## config.mk

```make
export PLATFORM = sky130hd
export DESIGN_NAME = gcd_isqrt
export DESIGN_NICKNAME = d
export VERILOG_FILES = /design/src/rtl/gcd_pkg.sv /design/src/rtl/gcd_isqrt.sv
export SDC_FILE = /design/constraint.sdc
export NUM_CORES = 2
export LEC_CHECK = 0
export BUFFER_PORTS_ARGS = -buffer_cell sky130_fd_sc_hd__buf_2
export CORE_AREA = 10 10 402 404
export DETAILED_ROUTE_END_ITERATION = 6
export DIE_AREA = 0 0 412 414
export PLACE_DENSITY = 0.88
export SETUP_SLACK_MARGIN = 0.4
export SYNTH_ARGS = -nofsm -noshare
export SYNTH_HDL_FRONTEND = slang
export SYNTH_SLANG_ARGS = --single-unit
```

## constraint.sdc

```tcl
create_clock -name clk_i -period 4 [get_ports clk_i]
set_clock_uncertainty 0.1 [all_clocks]
set_input_delay 0.6 -clock clk_i [delete_from_list [all_inputs] [get_ports clk_i]]
set_output_delay 0.6 -clock clk_i [all_outputs]
set_load 0.1 [all_outputs]
```

## src/rtl/gcd_pkg.sv

```systemverilog
package gcd_pkg;

  // CORDIC datapath
  localparam int STEPS = 30;
  localparam int CW    = 34;
  localparam int FRAC  = 30;

  localparam logic signed [CW-1:0] ATAN_TAB [STEPS] = '{
    34'sd843314856, 34'sd497837829, 34'sd263043836, 34'sd133525158, 34'sd67021686,
    34'sd33543515, 34'sd16775850, 34'sd8388437, 34'sd4194282, 34'sd2097149,
    34'sd1048575, 34'sd524287, 34'sd262143, 34'sd131071, 34'sd65535,
    34'sd32767, 34'sd16383, 34'sd8191, 34'sd4095, 34'sd2047,
    34'sd1023, 34'sd511, 34'sd255, 34'sd127, 34'sd63,
    34'sd31, 34'sd15, 34'sd8, 34'sd4, 34'sd2
  };

  // Restoring square root of (v << FRAC)
  localparam int SQ_STEPS = 31;
  localparam int SQ_W     = 62;
  localparam int ROOT_W   = 31;

  // Angles in microdegrees
  localparam int MDEG_W = 28;
  localparam logic [MDEG_W-1:0] MDEG90  = 28'd90000000;
  localparam logic [MDEG_W-1:0] MDEG180 = 28'd180000000;
  localparam logic signed [31:0] WRAP_HALF = 32'sd180000000;
  localparam logic signed [31:0] WRAP_FULL = 32'sd360000000;

  // Microdegrees to radians, split for two narrow multipliers
  localparam logic [33:0] KRAD    = 34'd10061138136;
  localparam int          KSPLIT  = 17;
  localparam logic [16:0] KRAD_LO = KRAD[16:0];
  localparam logic [16:0] KRAD_HI = KRAD[33:17];
  localparam int          PP_W    = MDEG_W + KSPLIT;
  localparam int          PROD_W  = 62;

  localparam logic signed [CW-1:0] CORDIC_GAIN = 34'sd652032874;
  localparam logic [ROOT_W-1:0]    ONE_Q30     = 31'd1073741824;
  localparam logic [23:0]          EARTH_2R    = 24'd12742000;
  localparam logic [24:0]          DIST_MAX    = 25'd20015087;

endpackage

```

## src/rtl/gcd_isqrt.sv

```systemverilog
module gcd_isqrt import gcd_pkg::*; (
  input  logic              clk_i,
  input  logic              en_i,
  input  logic [ROOT_W-1:0] v_i,
  output logic [ROOT_W-1:0] r_o
);

  logic [SQ_W-1:0] n_q [SQ_STEPS];
  logic [SQ_W-1:0] r_q [SQ_STEPS];

  for (genvar i = 0; i < SQ_STEPS; i++) begin : g_stage
    localparam logic [SQ_W-1:0] BIT = SQ_W'(1) << (2 * (SQ_STEPS - 1) - 2 * i);
    logic [SQ_W-1:0] ns, rs, trial;

    if (i == 0) begin : g_first
      assign ns = SQ_W'(v_i) << FRAC;
      assign rs = '0;
    end else begin : g_next
      assign ns = n_q[i-1];
      assign rs = r_q[i-1];
    end

    assign trial = rs + BIT;

    always_ff @(posedge clk_i) begin
      if (en_i) begin
        if (ns >= trial) begin
          n_q[i] <= ns - trial;
          r_q[i] <= (rs >> 1) + BIT;
        end else begin
          n_q[i] <= ns;
          r_q[i] <= rs >> 1;
        end
      end
    end
  end

  assign r_o = r_q[SQ_STEPS-1][ROOT_W-1:0];

endmodule

```

==> summary.md <==
| Metric | Value |
|---|---|
| Hold WC Path Type | primary input to flip-flop |
| I/O pin count | 64 |
| Top cells by area, synth | edfxtp_1, ha_1, xnor2_1 |
| Largest family of logic cells by synthesized area | simple AND/OR/NAND/NOR gates |
| 1st-pass router iterations | 7 |
| Adder-Cell Fraction of Synth Area | 0.07277 |
| Fin crit share | 0.9332 |
| Yosys top cell by area | edfxtp_1 |
| Clk buf depth | 3 |
| CTS tree | done |
| Area Overhead vs Synth | 14.45% |
| Tot GR Track Use | 0.2467 |
| Placer Congestion | 0.9431 |
| Die Area | 170600 um2 |
| DRC viols | 0 |
| Final WL | 222.1 mm |
| CTS sink count | 1651 |
| Drt wl/cell | 21.47 um |
| DP Cell Count | 9871 |
| Iteration-0 DRC Markers | 6673 |
| Post-synthesis sequential area ratio | 0.5595 |
| Synth Register Bits | 1651 |
| Tmin final | 3.733 ns |
| First-pass GRT wire length | 339.5 mm |
| Post-synth ARST share | 0 |
| Die width | 412 um |
| Mean Syn Cell Area | 11.34 um2 |
| Lkg Pwr | 38.98 nW |
| Reg2Reg Capture Point | n_q[1][662] |
| Synthesized net count | 8353 |
| Reg-to-Reg Start | r_q[1][568] |
| Simple-gate share of the synthesized area | 0.1338 |
| Clock Latency Late Sink | 0.86 ns |
| Share of layout cells above drive strength 1 | 0.1175 |
| Flop2flop setup slack | 0.27 ns |
| Synth top area share | 0.5595 |
| # setup viols final | 0 |
| Root buf cell | clkbuf_16 |
| Vias in the first global route | 62418 |
| VDD IR max | 0.5040 mV |
| WHS Path Cells | 2 |
| CTS buffer count | 168 |
| Core box area | 153300 um2 |
| XOR/XNOR share of the synthesized area | 0.07630 |
| Yosys cell types | 90 |
| Core Rows | 144 |
| H-tree lvl count | 4 |
| Slew Limit Headroom | 0.3462 |
| CP Capture Type | flip-flop |
| Max-cap viol count | 0 |
| R2R cell count | 16 |
| Initial Utilization | 0.5779 |
| Cell Area, Synth | 88610 um2 |
| Hold Path End | r_q[0][426] |
| Die Span Y | 414 um |
| Slew @ Worst Pin | 0.9808 ns |
| Compound-Gate Fraction of Synth Area | 0.1171 |
| Total Nets Final | 8706 |
| Remaining antenna violation count | 0 |
| Initial antenna violation count | 2 |
| Largest net degree at the start of global routing | 176 |
| Synth Instances | 7813 |
| RSZ-0062 raised after global routing | yes |
| Hpwl dp | 152.0 mm |
| Remaining Overflow, GRT | 0 |
| Crit path max fanout | 6 |
| Max frequency | 0.2679 GHz |
| Required @ worst endpoint | 4.46 ns |
| Top-count cell post-synth | edfxtp_1 |
| Top cells by count, synth | edfxtp_1, nand2_1, inv_1 |
| Dpl ws | -0.1656 ns |
| Sum Neg Setup Slack | 0 ns |
| Critical path class | flip-flop to flip-flop |
| Power density cells | 540.7 nW/um2 |
| Non-Filler Instances | 10349 |
| Mux share of post-synthesis cell area | 0.005323 |
| Avg Vias per Cell | 6.198 |
| Post-route setup slack | 0.2671 ns |
| Hold path start | en_i |
| Post-synth EDFFs | 1651 |
| Ys flop type | edfxtp_1 |
| Fill count | 10298 |
| Routed via count | 64146 |
| Yosys warnings | 0 |
| Crit start category | flip-flop |
| Port bufs | 63 |
| Worst setup startpoint | r_q[1][568] |
| Clock slew at reported path FFs | 0.07 ns |
| Worst Path Arrival | 4.19 ns |
| Hold Vio Cnt, Final | 0 |
| Status | completed |
| Final Max Slew Viols | 0 |
metal layers:
layer,up-vias,routed length (um),track usage
met5,-,20,0
met4,2,12730,0.1208
met3,753,15940,0.03973
met2,3192,111600,0.4342
met1,30773,81900,0.2914
li1,29426,-,-
flip-flops by register name, indices dropped and copies added (netlist names):
| name | flops |
|---|---|
| r_q | 495 |
| n_q | 1156 |
layout make-up:
| type | count | area [um2] | area share |
|---|---|---|---|
| Clock buffer | 193 | 4298 | 0.04238 |
| Inverter | 639 | 2399 | 0.02365 |
| Timing Repair Buffer | 368 | 3187 | 0.03142 |
| Antenna cell | 1 | 2.502 | 0.00002467 |
| Multi-Input combinational cell | 5338 | 37900 | 0.3737 |
| Sequential cell | 1651 | 49580 | 0.4888 |
| Tap cell | 2044 | 2557 | 0.02522 |
| Clock inverter | 115 | 1495 | 0.01474 |
metrics by stage:
| stage | total power, mW | utilization | hold WS (ns) | area, um2 |
|---|---|---|---|---|
| after CTS | 53.87 | 0.6498 | 0.2390 | 99640 |
| final | 54.84 | 0.6614 | 0.2975 | 101400 |
| after global routing | 57.12 | 0.6614 | 0.2677 | 101400 |
| after detailed placement | 37.16 | 0.6005 | 0.3329 | 92070 |
| after global placement | 36.70 | 0.6005 | 0.3283 | 92070 |
| after floorplan | 33.33 | - | 0.3166 | 88670 |
cells by family (layout without fill, tap and decap cells):
kind of cell	Yosys count	after routing
AND/OR/NAND/NOR	2353	2354
AO/OA/AOI/OAI	1659	1662
flip-flops	1651	1651
buffers and inverters	828	1315
XOR/XNOR	772	772
adder cells (fa/ha/maj)	507	507
multiplexers	43	43
other	0	1
worst max-delay path, cell delays in order (launching register included):
cell      delay (ns)
edfxtp_1        0.51
inv_2           0.09
ha_4            0.18
inv_2           0.06
fa_2            0.21
nor2b_2         0.05
o31a_1          0.26
o31a_1          0.28
o21ai_2         0.18
a211oi_2        0.09
buf_4           0.15
o31a_1          0.39
buf_6           0.16
buf_4           0.14
o21ai_4         0.33
nor3_1          0.11
xor2_1          0.16
worst max path at each step:
stage          slack, ns  depth (start not counted)          end
3_5_place_dp       -0.17                         13  n_q[1][536]
5_1_grt             0.21                         16  n_q[1][662]
4_1_cts             0.33                         10  n_q[1][830]
2_1_floorplan       0.34                         11  n_q[1][848]
6_report            0.27                         16  n_q[1][662]
3_3_place_gp       -0.07                         13  n_q[1][540]
cells in the final DEF (no fill, tap or decap), types with 30 or more instances in the layout:
cell           netlist  layout
or3_1               93      84
dlygate4sd3_1        0      31
nor4_1             155     121
xor2_1             384     379
ha_1               493     479
edfxtp_1          1651    1651
o211ai_1            36      36
nand2_1            708     700
a21oi_1            390     371
clkinv_1             1      35
clkbuf_16            0     174
nand3_1            145     143
o31ai_1             42      31
a211oi_1            55      40
o21bai_1            47      46
inv_1              638     631
a21o_1             212     212
and3_1              45      43
nand4b_1            30      30
nor2_1             437     424
nand2b_1           100      99
buf_4                1     221
o21a_1              85      84
nor3_1             230     191
or2_2               47      47
or4_1               66      53
nor2b_1             56      52
nand4_1             80      80
xnor2_1            388     385
o21ai_0            543     500
a31oi_1             43      37
buf_2                9      63
nand3b_1            34      34
report_power, final:
group | leakage [nW] | switching (mW) | internal (mW) | total [mW]
registers | 15.6 | 2.18 | 22.3 | 24.5
clock network | 2.74 | 7.04 | 9.22 | 16.3
logic | 20.7 | 8.35 | 5.71 | 14.1
total | 39.0 | 17.6 | 37.3 | 54.8
repair_timing:
action	4_1_cts	5_1_grt
endpoints found under the hold margin	33	0
hold buffers	31	0
buffers inserted	57	63
cloned	11	7
setup endpoints to repair	418	483
resized for setup	174	257
pin swaps	48	97
(Power assumes the default switching activity.)
